<file path="config.mk">
export PLATFORM = sky130hd
export DESIGN_NAME = vdp_div
export DESIGN_NICKNAME = d
export VERILOG_FILES = /design/src/rtl/vdp_pkg.sv /design/src/rtl/vdp_div.sv
export SDC_FILE = /design/constraint.sdc
export NUM_CORES = 1
export LEC_CHECK = 0
export ABC_AREA = 0
export BUFFER_PORTS_ARGS = -buffer_cell sky130_fd_sc_hd__clkbuf_2
export CAP_MARGIN = 25
export CORE_AREA = 2 2 295 413
export CTS_BUF_LIST = sky130_fd_sc_hd__clkbuf_4 sky130_fd_sc_hd__clkbuf_8
export CTS_CLUSTER_DIAMETER = 30
export CTS_CLUSTER_SIZE = 8
export DETAILED_ROUTE_END_ITERATION = 16
export DIE_AREA = 0 0 297 415
export SLEW_MARGIN = 20
export SYNTH_ARGS = -nofsm -noshare
export SYNTH_HDL_FRONTEND = slang
export SYNTH_SLANG_ARGS = --single-unit
</file>
<file path="constraint.sdc">
create_clock -name clk -period 3.45 [get_ports clk]
set_input_delay 0.1725 -clock clk [delete_from_list [all_inputs] [get_ports clk]]
set_output_delay 0.1725 -clock clk [all_outputs]
set_load 0.05 [all_outputs]
</file>
<file path="src/rtl/vdp_pkg.sv">
`timescale 1ns / 1ps
package vdp_pkg;

	localparam int MAX_DIM   = 4096;
	localparam int DIM_W     = 13;
	localparam int SIZE_W    = 17;
	localparam int RATIO_W   = 16;
	localparam int CEN_W     = 12;
	localparam int MAXD_W    = 24;
	localparam int MIND_W    = 25;
	localparam int DIFF_W    = 25;
	localparam int OFS_W     = 14;
	localparam int SQ_W      = 24;
	localparam int NUM_W     = 34;
	localparam int DIV_BITS  = 12;
	localparam int MAG_W     = DIV_BITS + 1;
	localparam int FAC_W     = 25;
	localparam int LATENCY   = 19;

	localparam logic [1:0] REG_WIDTH  = 2'd0;
	localparam logic [1:0] REG_HEIGHT = 2'd1;
	localparam logic [1:0] REG_SIZE   = 2'd2;

	typedef enum logic [2:0] {
		CS_IDLE,
		CS_SQUARE,
		CS_SUM,
		CS_SCALE,
		CS_DIFF,
		CS_DIVIDE
	} cfg_state_t;

	// Frame constants derived from the registers, held steady between recomputes.
	typedef struct packed {
		logic                      bypass;
		logic                      wide_x;
		logic [RATIO_W-1:0]        ratio;
		logic [CEN_W-1:0]          cx;
		logic [CEN_W-1:0]          cy;
		logic [MAXD_W-1:0]         maxd;
		logic signed [MIND_W-1:0]  mind;
		logic [DIFF_W-1:0]         diff;
	} cfg_t;

	// Data that rides alongside the divider pipeline.
	typedef struct packed {
		logic        pass;
		logic        sat;
		logic [31:0] pix;
	} side_t;

	function automatic logic [7:0] shade(input logic [7:0] c, input logic [FAC_W-1:0] f);
		logic [FAC_W+7:0] p;
		begin
			p = c * f;
			shade = (p[FAC_W+7:16] > 17'd255) ? 8'hFF : p[23:16];
		end
	endfunction

endpackage

</file>
<file path="src/rtl/vdp_div.sv">
`timescale 1ns / 1ps
module vdp_div (
	input  logic                       clk,
	input  logic                       arst_n,
	input  logic                       valid_in,
	input  logic [vdp_pkg::NUM_W-1:0]  num_in,
	input  vdp_pkg::side_t             side_in,
	input  logic [vdp_pkg::DIFF_W-1:0] diff,
	output logic                       valid_out,
	output logic [vdp_pkg::DIV_BITS-1:0] quo_out,
	output vdp_pkg::side_t             side_out
);

	logic                           valid_s [0:vdp_pkg::DIV_BITS];
	logic [vdp_pkg::NUM_W-1:0]      rem_s   [0:vdp_pkg::DIV_BITS];
	logic [vdp_pkg::DIV_BITS-1:0]   quo_s   [0:vdp_pkg::DIV_BITS];
	vdp_pkg::side_t                 side_s  [0:vdp_pkg::DIV_BITS];

	assign valid_s[0] = valid_in;
	assign rem_s[0]   = num_in;
	assign quo_s[0]   = '0;
	assign side_s[0]  = side_in;

	// One quotient bit per stage, most significant first.
	for (genvar k = 0; k < vdp_pkg::DIV_BITS; k++) begin : g_stage
		logic [36:0] dsh;
		logic        ge;
		assign dsh = {12'd0, diff} << (vdp_pkg::DIV_BITS - 1 - k);
		assign ge  = {3'd0, rem_s[k]} >= dsh;

		always_ff @(posedge clk or negedge arst_n) begin
			if (!arst_n) begin
				valid_s[k+1] <= 1'b0;
			end else begin
				valid_s[k+1] <= valid_s[k];
			end
		end

		always_ff @(posedge clk) begin
			rem_s[k+1]  <= ge ? 34'({3'd0, rem_s[k]} - dsh) : rem_s[k];
			quo_s[k+1]  <= quo_s[k]
				| (vdp_pkg::DIV_BITS'(ge) << (vdp_pkg::DIV_BITS - 1 - k));
			side_s[k+1] <= side_s[k];
		end
	end

	assign valid_out = valid_s[vdp_pkg::DIV_BITS];
	assign quo_out   = quo_s[vdp_pkg::DIV_BITS];
	assign side_out  = side_s[vdp_pkg::DIV_BITS];

endmodule

</file>
==> run metrics <==
initial antenna violation count 1; clock slew at reported path FFs approximately 0.05 ns; post-synthesis async set-or-reset flop share around 1.4%; pwr/cell area just over 900 mW/mm²; FMAX ~300 MHz; CTS Buffer Depth 3; sequential share of the synthesized area roughly half; CTS Buf Count 164; max cap viols 0; max-slew violation count 0; first drt pass iteration count 7; DP Area 0.0397 mm²; DRT antenna net count 0; Critical Path End Type flip-flop; Final Util 37.5%; CP Class in -> reg; Ports around 140; Post-DP HPWL between 70 and 80 mm; Core Rows 150; post-synth net total slightly below 4000; EDFF count, synth 0; post-synthesis instance area ~0.036 mm²; Fin. Hold Viols 0; Final setup viols 0; Design Power 41000 µW; Yosys reg bits about 870; Distinct cells, synth about 90; LEAKAGE 0.0196 µW; Chip Height about 420 µm; DRC viols 0; Port Buffers approximately 140; Post-Synthesis Cells approximately 3500; First DRT Iteration DRCs around 1200; status completed; VDD IR-drop max between 400 and 500 µV; Tcrit/Tclk final between 90% and 100%; commonest non-fill, non-tap cells in the layout 860 x dfxtp_1, 362 x a21oi_1, 297 x ha_1; Critical Path RT between 4 and 5 ns; largest net degree at the start of global routing 41; maximum fanout along the worst path 13; htree depth 4; post-layout min period between 3 and 4 ns; worst clock skew about 0.025 ns; CTS tree done; fillers ~12000; critical path arrival 4.18 ns; GRT Util Overall 15.1%; Root Driver clkbuf_8; CP startpoint kind input pin; Synthesis Warnings 0; synthesis-to-layout area growth 25.6%; Main synth FF type dfxtp_1; clock sink count between 800 and 900; Syn Area/Cell 10.2 µm²; Die Width around 300 µm; Die Area between 0.1 and 0.15 mm²; share of cells above drive strength 1 about a fifth; wire per inst ~16 µm; vias in the first global route ~28000; HP Class in -> reg; Nets roughly 4500; Slew headroom 37.7%; Worst-Skew Late Latency roughly 0.85 ns; grt ovf 0; drt total wl roughly 94 mm; Core Region approximately 0.12 mm²; first-pass GRT wire length roughly 150 mm; DR vias ~27000; most common cell after layout, fill and taps aside dfxtp_1; final instance area approximately 0.045 mm²; Worst-Margin Slew 0.934 ns; Initial Util 29.9%; routed vias/inst approximately 4.7; GPL Wtd Cong 0.880
## per-layer routing
layer | vias up | routed length (µm) | track usage (%)
li1 | 13600 | - | -
met1 | 12800 | 35900 | 15.1
met2 | 653 | 47800 | 27.6
met4 | 0 | 6140 | 10.3
met3 | 290 | 4170 | 3.40
met5 | - | 0 | 0
## flip-flops by register name, summed over array words and instances (netlist names)
name	cells
valid_out	1
rem_s	374
side_out	34
side_s	374
valid_s	11
quo_s	66
quo_out	12
## worst paths after layout
check,startpoint,endpoint,slack (ns),depth (start not counted)
max in group asynchronous,arst_n,valid_s[10],2.73,3
max reg2reg,rem_s[104],rem_s[85],0.23,12
max,diff[0],rem_s[407],0.06,15
min reg2reg,quo_s[55],quo_s[43],0.32,0
min,diff[23],rem_s[403],0.12,5
min in group asynchronous,arst_n,valid_out,0.37,3
## report_power, final
group	internal (µW)	total [µW]	switching, µW
logic	8090	16800	8730
registers	12500	13900	1430
clock network	5960	10300	4360
total	26500	41000	14500
## synthesized netlist by cell type, types with 9 or more instances
cell	n	area, µm²
a2111oi_0	9	78.8
a211o_1	13	114
a211oi_1	26	195
a21o_1	111	833
a21oi_1	363	1820
a31o_2	9	78.8
a31oi_1	27	169
and2_1	17	106
and3_1	20	125
buf_2	16	80.1
buf_4	47	353
clkbuf_1	44	165
dfrtp_1	12	300
dfxtp_1	860	17200
fa_1	11	220
ha_1	297	3720
inv_1	113	424
mux2_2	89	1000
nand2_1	171	642
nand2b_1	36	225
nand3_1	65	325
nand4_1	32	200
nand4b_1	11	96.3
nor2_1	275	1030
nor2b_1	34	213
nor3_1	38	190
nor4_1	28	175
nor4b_1	13	114
o211ai_1	18	135
o21a_1	48	360
o21ai_0	156	781
o21bai_1	31	233
o31a_1	13	114
o31ai_1	12	90.1
or3_1	17	106
xnor2_1	148	1300
xor2_1	100	876
## metrics by stage
step	cells	hold slack [ns]	worst slack, ns	setup TNS [ns]
finish	5760	0.121	0.0577	0
detailed placement	5336	0.0624	-0.191	-5.29
global placement	5336	0.0566	-0.228	-2.87
floorplan	3487	-0.123	0.420	0
CTS	5758	0.00800	0.0140	0
global route	5759	0.0885	-0.0339	-0.0548
## worst max-delay path, cell delays in order
cell           delay, ns
dlygate4sd3_1       0.53
clkbuf_2            0.35
buf_4               0.19
ha_1                0.17
nor2b_1             0.07
o31ai_2             0.31
a211oi_2            0.17
o221a_2             0.33
o21ai_1             0.15
a21oi_1             0.11
a21oi_4             0.31
nand2_1             0.11
dlygate4sd3_1       0.56
o21ai_0             0.07
dlygate4sd3_1       0.57
## timing repair
item,4_1_cts,5_1_grt
setup buffers,0,0
endpoints found under the setup margin,0,10
hold buffers,158,0
resized for setup,0,9
hold endpoints to repair,124,0
## cell type report
class                   count  area, µm²  area share, %
inverters                 115        432          0.965
multi-input cells        2388      17100           38.2
diodes                      2       5.00         0.0112
well taps                1596       2000           4.46
clock inverters            63        756           1.69
clock buffers             201       2670           5.96
repair buffers            523       4270           9.53
flip-flops and latches    872      17500           39.1
## kinds of logic (layout without fill, tap and decap cells)
| family | count (synthesis) | count (layout) | share of synthesized area [%] |
|---|---|---|---|
| compound gates | 929 | 929 | 16.4 |
| xor+xnor | 248 | 248 | 6.09 |
| buf+inv | 227 | 902 | 3.03 |
| simple gates | 803 | 803 | 11.0 |
| other cells | 0 | 2 | 0 |
| mux | 100 | 100 | 3.23 |
| fa+ha+maj | 308 | 308 | 11.0 |
| flops | 872 | 872 | 49.1 |
(Power assumes the default switching activity.)
