### config.mk
export PLATFORM = sky130hd
export DESIGN_NAME = vdp_cfg
export DESIGN_NICKNAME = d
export VERILOG_FILES = /design/src/rtl/vdp_pkg.sv /design/src/rtl/vdp_cfg.sv
export SDC_FILE = /design/constraint.sdc
export NUM_CORES = 2
export LEC_CHECK = 0
export ABC_CLOCK_PERIOD_IN_PS = 9700
export BUFFER_PORTS_ARGS = -buffer_cell sky130_fd_sc_hd__buf_2
export CAP_MARGIN = 20
export CELL_PAD_IN_SITES_DETAIL_PLACEMENT = 2
export CELL_PAD_IN_SITES_GLOBAL_PLACEMENT = 2
export CORE_UTILIZATION = 38
export CTS_CLUSTER_SIZE = 12
export DETAILED_ROUTE_END_ITERATION = 8
export MAX_ROUTING_LAYER = met4
export PLACE_DENSITY_LB_ADDON = 0.12
export SYNTH_ARGS = -nofsm -noshare
export SYNTH_HDL_FRONTEND = slang
export SYNTH_SLANG_ARGS = --single-unit
### constraint.sdc
create_clock -name clk -period 9.7 [get_ports clk]
set_input_delay 1.94 -clock clk [delete_from_list [all_inputs] [get_ports clk]]
set_output_delay 1.94 -clock clk [all_outputs]
set_load 0.005 [all_outputs]
### src/rtl/vdp_pkg.sv
`timescale 1ns / 1ps
package vdp_pkg;

	localparam int MAX_DIM   = 4096;
	localparam int DIM_W     = 13;
	localparam int SIZE_W    = 17;
	localparam int RATIO_W   = 16;
	localparam int CEN_W     = 12;
	localparam int MAXD_W    = 24;
	localparam int MIND_W    = 25;
	localparam int DIFF_W    = 25;
	localparam int OFS_W     = 14;
	localparam int SQ_W      = 24;
	localparam int NUM_W     = 34;
	localparam int DIV_BITS  = 12;
	localparam int MAG_W     = DIV_BITS + 1;
	localparam int FAC_W     = 25;
	localparam int LATENCY   = 19;

	localparam logic [1:0] REG_WIDTH  = 2'd0;
	localparam logic [1:0] REG_HEIGHT = 2'd1;
	localparam logic [1:0] REG_SIZE   = 2'd2;

	typedef enum logic [2:0] {
		CS_IDLE,
		CS_SQUARE,
		CS_SUM,
		CS_SCALE,
		CS_DIFF,
		CS_DIVIDE
	} cfg_state_t;

	// Frame constants derived from the registers, held steady between recomputes.
	typedef struct packed {
		logic                      bypass;
		logic                      wide_x;
		logic [RATIO_W-1:0]        ratio;
		logic [CEN_W-1:0]          cx;
		logic [CEN_W-1:0]          cy;
		logic [MAXD_W-1:0]         maxd;
		logic signed [MIND_W-1:0]  mind;
		logic [DIFF_W-1:0]         diff;
	} cfg_t;

	// Data that rides alongside the divider pipeline.
	typedef struct packed {
		logic        pass;
		logic        sat;
		logic [31:0] pix;
	} side_t;

	function automatic logic [7:0] shade(input logic [7:0] c, input logic [FAC_W-1:0] f);
		logic [FAC_W+7:0] p;
		begin
			p = c * f;
			shade = (p[FAC_W+7:16] > 17'd255) ? 8'hFF : p[23:16];
		end
	endfunction

endpackage

### src/rtl/vdp_cfg.sv
`timescale 1ns / 1ps
module vdp_cfg (
	input  logic                      clk,
	input  logic                      arst_n,
	input  logic                      cfg_we,
	input  logic [1:0]                cfg_index,
	input  logic [vdp_pkg::SIZE_W-1:0] cfg_data,
	output vdp_pkg::cfg_t             cfg,
	output logic                      busy
);

	logic [vdp_pkg::DIM_W-1:0]  width_q, height_q, dim_w;
	logic [vdp_pkg::SIZE_W-1:0] size_q;
	vdp_pkg::cfg_state_t        state_q, state_d;
	logic [3:0]                 cnt_q;
	logic [vdp_pkg::MAXD_W-1:0] sqx_q, sqy_q, maxd_q;
	logic signed [vdp_pkg::MIND_W-1:0] mind_q;
	logic [vdp_pkg::DIFF_W-1:0] diff_q;
	logic [27:0]                rem_q, dsh_q;
	logic [vdp_pkg::RATIO_W-1:0] quo_q;
	logic [vdp_pkg::CEN_W-1:0]  cx, cy;
	logic                       wide_x;
	logic signed [17:0]         factor;
	logic signed [42:0]         prod, pmag;
	logic signed [42:0]         pshift;

	assign dim_w  = (cfg_data[vdp_pkg::DIM_W-1:0] > 13'(vdp_pkg::MAX_DIM))
		? 13'(vdp_pkg::MAX_DIM) : cfg_data[vdp_pkg::DIM_W-1:0];
	assign cx     = width_q[vdp_pkg::DIM_W-1:1];
	assign cy     = height_q[vdp_pkg::DIM_W-1:1];
	assign wide_x = width_q > height_q;

	// mind = maxd * (1 - size), truncated toward zero.
	assign factor = 18'sd65536 - $signed({1'b0, size_q});
	assign prod   = $signed({1'b0, maxd_q}) * factor;
	assign pmag   = prod[42] ? -prod : prod;
	assign pshift = prod[42] ? -(pmag >>> 16) : (pmag >>> 16);

	always_ff @(posedge clk or negedge arst_n) begin
		if (!arst_n) begin
			width_q  <= 13'd640;
			height_q <= 13'd480;
			size_q   <= 17'd32768;
			state_q  <= vdp_pkg::CS_SQUARE;
			cnt_q    <= '0;
		end else begin
			state_q <= state_d;
			if (cfg_we) begin
				unique case (cfg_index)
					vdp_pkg::REG_WIDTH:  width_q <= dim_w;
					vdp_pkg::REG_HEIGHT: height_q <= dim_w;
					vdp_pkg::REG_SIZE:   size_q <= cfg_data;
					default: ;
				endcase
			end
			if (state_q == vdp_pkg::CS_DIFF) begin
				cnt_q <= '0;
			end else if (state_q == vdp_pkg::CS_DIVIDE) begin
				cnt_q <= cnt_q + 4'd1;
			end
		end
	end

	always_comb begin
		state_d = state_q;
		unique case (state_q)
			vdp_pkg::CS_IDLE:   state_d = vdp_pkg::CS_IDLE;
			vdp_pkg::CS_SQUARE: state_d = vdp_pkg::CS_SUM;
			vdp_pkg::CS_SUM:    state_d = vdp_pkg::CS_SCALE;
			vdp_pkg::CS_SCALE:  state_d = vdp_pkg::CS_DIFF;
			vdp_pkg::CS_DIFF:   state_d = vdp_pkg::CS_DIVIDE;
			vdp_pkg::CS_DIVIDE: state_d = (cnt_q == 4'd15) ? vdp_pkg::CS_IDLE
				: vdp_pkg::CS_DIVIDE;
			default:            state_d = vdp_pkg::CS_SQUARE;
		endcase
		if (cfg_we) begin
			state_d = vdp_pkg::CS_SQUARE;
		end
	end

	always_ff @(posedge clk) begin
		unique case (state_q)
			vdp_pkg::CS_SQUARE: begin
				sqx_q <= cx * cx;
				sqy_q <= cy * cy;
			end
			vdp_pkg::CS_SUM: begin
				maxd_q <= sqx_q + sqy_q;
			end
			vdp_pkg::CS_SCALE: begin
				mind_q <= pshift[vdp_pkg::MIND_W-1:0];
			end
			vdp_pkg::CS_DIFF: begin
				diff_q <= 25'($signed({1'b0, maxd_q}) - mind_q);
				rem_q  <= {(wide_x ? height_q : width_q), 15'd0};
				dsh_q  <= {(wide_x ? width_q : height_q), 15'd0};
				quo_q  <= '0;
			end
			vdp_pkg::CS_DIVIDE: begin
				if (rem_q >= dsh_q) begin
					rem_q <= rem_q - dsh_q;
					quo_q <= {quo_q[vdp_pkg::RATIO_W-2:0], 1'b1};
				end else begin
					quo_q <= {quo_q[vdp_pkg::RATIO_W-2:0], 1'b0};
				end
				dsh_q <= dsh_q >> 1;
			end
			default: ;
		endcase
	end

	assign busy        = state_q != vdp_pkg::CS_IDLE;
	assign cfg.bypass  = (width_q == '0) || (height_q == '0) || (diff_q == '0);
	assign cfg.wide_x  = wide_x;
	assign cfg.ratio   = quo_q;
	assign cfg.cx      = cx;
	assign cfg.cy      = cy;
	assign cfg.maxd    = maxd_q;
	assign cfg.mind    = mind_q;
	assign cfg.diff    = diff_q;

endmodule

==> flow_metrics.tcl <==
set metrics [dict create \
    ys_seq_elements 242 \
    cpMaxStageDelayCell "or4_4" \
    syn-num-nets 4735 \
    synth_cells 3856 \
    finalSetupViolCount 0 \
    grt_pass1_vias 31490 \
    path_max_fanout 8 \
    layout_commonest_cell "inv_1" \
    fin_crit_ns 9.630 \
    die_y_um 307.8 \
    dr.pass1.iters 5 \
    startpoint_type "register" \
    cpPeakStageDelay_ns 0.57 \
    design.core.area_um2 92080 \
    htree_num_levels 2 \
    grt_overflow 0 \
    num-nets-final 4904 \
    min_from "cnt_q[1]" \
    die_w_um 307.8 \
    ys.flop_type "edfxtp_1" \
    min_path_type "reg -> reg" \
    cts_buffer_depth 3 \
    drv_slew 0 \
    max_freq_ghz 0.1038 \
    holdPathEnd "cnt_q[1]" \
    end_kind "register" \
    cp_num_buf_inv 8 \
    fin_crit_sh 0.9927 \
    synth_edf_count 192 \
    grt_pass1_wl_um 185500 \
    track_usage 0.2655 \
    crit_family "adder cells" \
    cp_num_cells 34 \
    maxCapViolations 0 \
    netlist_area_um2 35520 \
    numClockSinks 242 \
    clock-root-buffer "clkbuf_16" \
    dr_total_vias 27670 \
    ys_seq_area_frac 0.1978 \
    async_reset_ff_frac 0.2066 \
    numPortBuffers 138 \
    drtIter0Drc 1090 \
    place_congestion 0.8759 \
    ant_nets 0 \
    insertion_delay_ns 0.59 \
    dp_hpwl_um 99080 \
    final_cell_mix "inv_1, fa_1, nand2_1" \
    cp.arrival_ns 9.96 \
    path_class "reg -> reg" \
    wl_um 121100 \
    area_delta_synth_final_pct 13.91 \
    numCtsBuffers 34 \
    yosys_warnings 0 \
    tightest_slew_ns 1.156 \
    avgSynthCellArea_um2 9.213 \
    io-pin-count 139 \
    dieArea_um2 94710 \
    cts_tree "built" \
    status "finished clean" \
    maxSlewHeadroom 0.2296 \
    rsz0062_at_grt "true" \
    grt_max_degree 53 \
    antenna_found_initial 4 \
    rows 111 \
    route.detailed.drc 0 \
    drive_gt1_frac 0.1451 \
    synth_cell_types 81 \
    tns_ns 0 \
    hold_viol_final 0 \
    required_ns 10.03 \
    timing.rr.end "mind_q[24]" \
    viasPerCell 5.226 \
    skew_ns 0.01897 \
    r2r_cells 34 \
    ff2ff_setup_slack_ns 0.07 \
    hold_path_depth 2 \
    path_clk_slew_ns 0.06 \
    cpMostUsedCell "fa_1" \
    start_util 0.3858 \
    rr_startpoint "size_q[4]" \
    routedWlPerCell_um 22.87 \
]
[cell usage after synthesis, drive strengths merged, types with 5 or more instances]
cell type | n | share of area
ha | 347 | 0.12
o211ai | 15 | 0.0032
a31o | 5 | 0.0012
nand2b | 24 | 0.0042
nor3 | 67 | 0.0096
nor4 | 25 | 0.0044
fa | 510 | 0.29
a211oi | 17 | 0.0044
clkinv | 5 | 0.00053
xnor2 | 107 | 0.026
nand3 | 39 | 0.0055
a21boi | 15 | 0.0032
dfrtp | 42 | 0.030
mux2 | 28 | 0.0089
o21ai | 127 | 0.018
o21a | 28 | 0.0059
dfstp | 8 | 0.0059
nand4 | 26 | 0.0046
a21o | 43 | 0.0091
inv | 714 | 0.075
clkbuf | 135 | 0.014
buf | 37 | 0.0067
a211o | 5 | 0.0012
and2 | 178 | 0.031
mux2i | 11 | 0.0031
nor2 | 230 | 0.024
xor2 | 56 | 0.014
a31oi | 21 | 0.0043
nand3b | 5 | 0.0011
nand2 | 476 | 0.050
a21oi | 134 | 0.019
nor2b | 26 | 0.0046
or4 | 10 | 0.0021
o21bai | 11 | 0.0023
or3 | 23 | 0.0041
edfxtp | 192 | 0.16
and3 | 31 | 0.0056
or2 | 24 | 0.0042
[worst register-to-register path, delay by kind of cell (launching register included)]
| family | cells | cell delay (ns) |
|---|---|---|
| buffers and inverters | 8 | 0.90 |
| adders and majority gates | 7 | 3.38 |
| DFF | 1 | 0.38 |
| and+or+nand+nor | 11 | 3.17 |
| xor gates and xnor gates | 3 | 0.68 |
| AOI/OAI and AO/OA | 5 | 0.86 |
[layer usage]
layer | wire [um] | vias to the layer above | track usage
met5 | 0 | - | -
met1 | 52110 | 14550 | 0.3290
li1 | - | 12600 | -
met3 | 3699 | 143 | 0.02918
met2 | 61860 | 380 | 0.4568
met4 | 3441 | 0 | 0.07463
[cells by family after synthesis]
kind of cell	share of synthesized area
AOI/OAI and AO/OA	0.08270
xor gates and xnor gates	0.04040
adders and majority gates	0.4096
buffers and inverters	0.09693
DFF	0.1978
muxes	0.01198
and+or+nand+nor	0.1606
[how the worst max path moves through the flow]
| stage | slack [ns] | startpoint | endpoint |
|---|---|---|---|
| 2_1_floorplan | 0.004 | size_q[6] | mind_q[24] |
| 4_1_cts | -0.06 | size_q[6] | mind_q[24] |
| 6_report | 0.07 | size_q[4] | mind_q[24] |
| 3_3_place_gp | 0.05 | size_q[6] | mind_q[24] |
| 5_1_grt | -0.30 | size_q[4] | mind_q[24] |
| 3_5_place_dp | -0.41 | size_q[6] | mind_q[24] |
[repair_timing]
item	in CTS	in global routing
pin swaps	6	91
setup endpoints to repair	18	18
hold buffers	0	0
gates cloned	0	1
buffers inserted	3	18
resized for setup	16	143
[flip-flops by register name, summed over array words and instances, names as in the netlist, 17 cells and up]
register  flops
diff_q       25
dsh_q        28
maxd_q       24
mind_q       25
rem_q        28
size_q       17
sqx_q        23
sqy_q        23
[through the flow]
stage,setup slack (ns),cells,hold WS [ns],utilization,area [um^2]
detailed placement,-0.4074,5210,0.5107,0.4163,38340
CTS,-0.05985,5275,0.5252,0.4297,39570
global route,-0.3045,5295,0.5669,0.4395,40470
floorplan,0.004482,3856,0.4656,-,35580
finish,0.07040,5295,0.5180,0.4395,40470
global placement,0.04998,5209,0.4982,0.4162,38320
[cell type report]
type                       instances  area, um^2
fill                           10060       51610
multi-input combinational       2723       26000
sequential                       242        7027
inverter                         719        2699
timing repair buffer             305        2064
tap                             1243        1555
clock buffer                      42       900.9
clock inverter                    20       211.5
antenna                            1       2.502
Power is left out: the tool's default activity adds up to more than one toggle a clock period on the data nets, which glitch-free logic cannot reach.
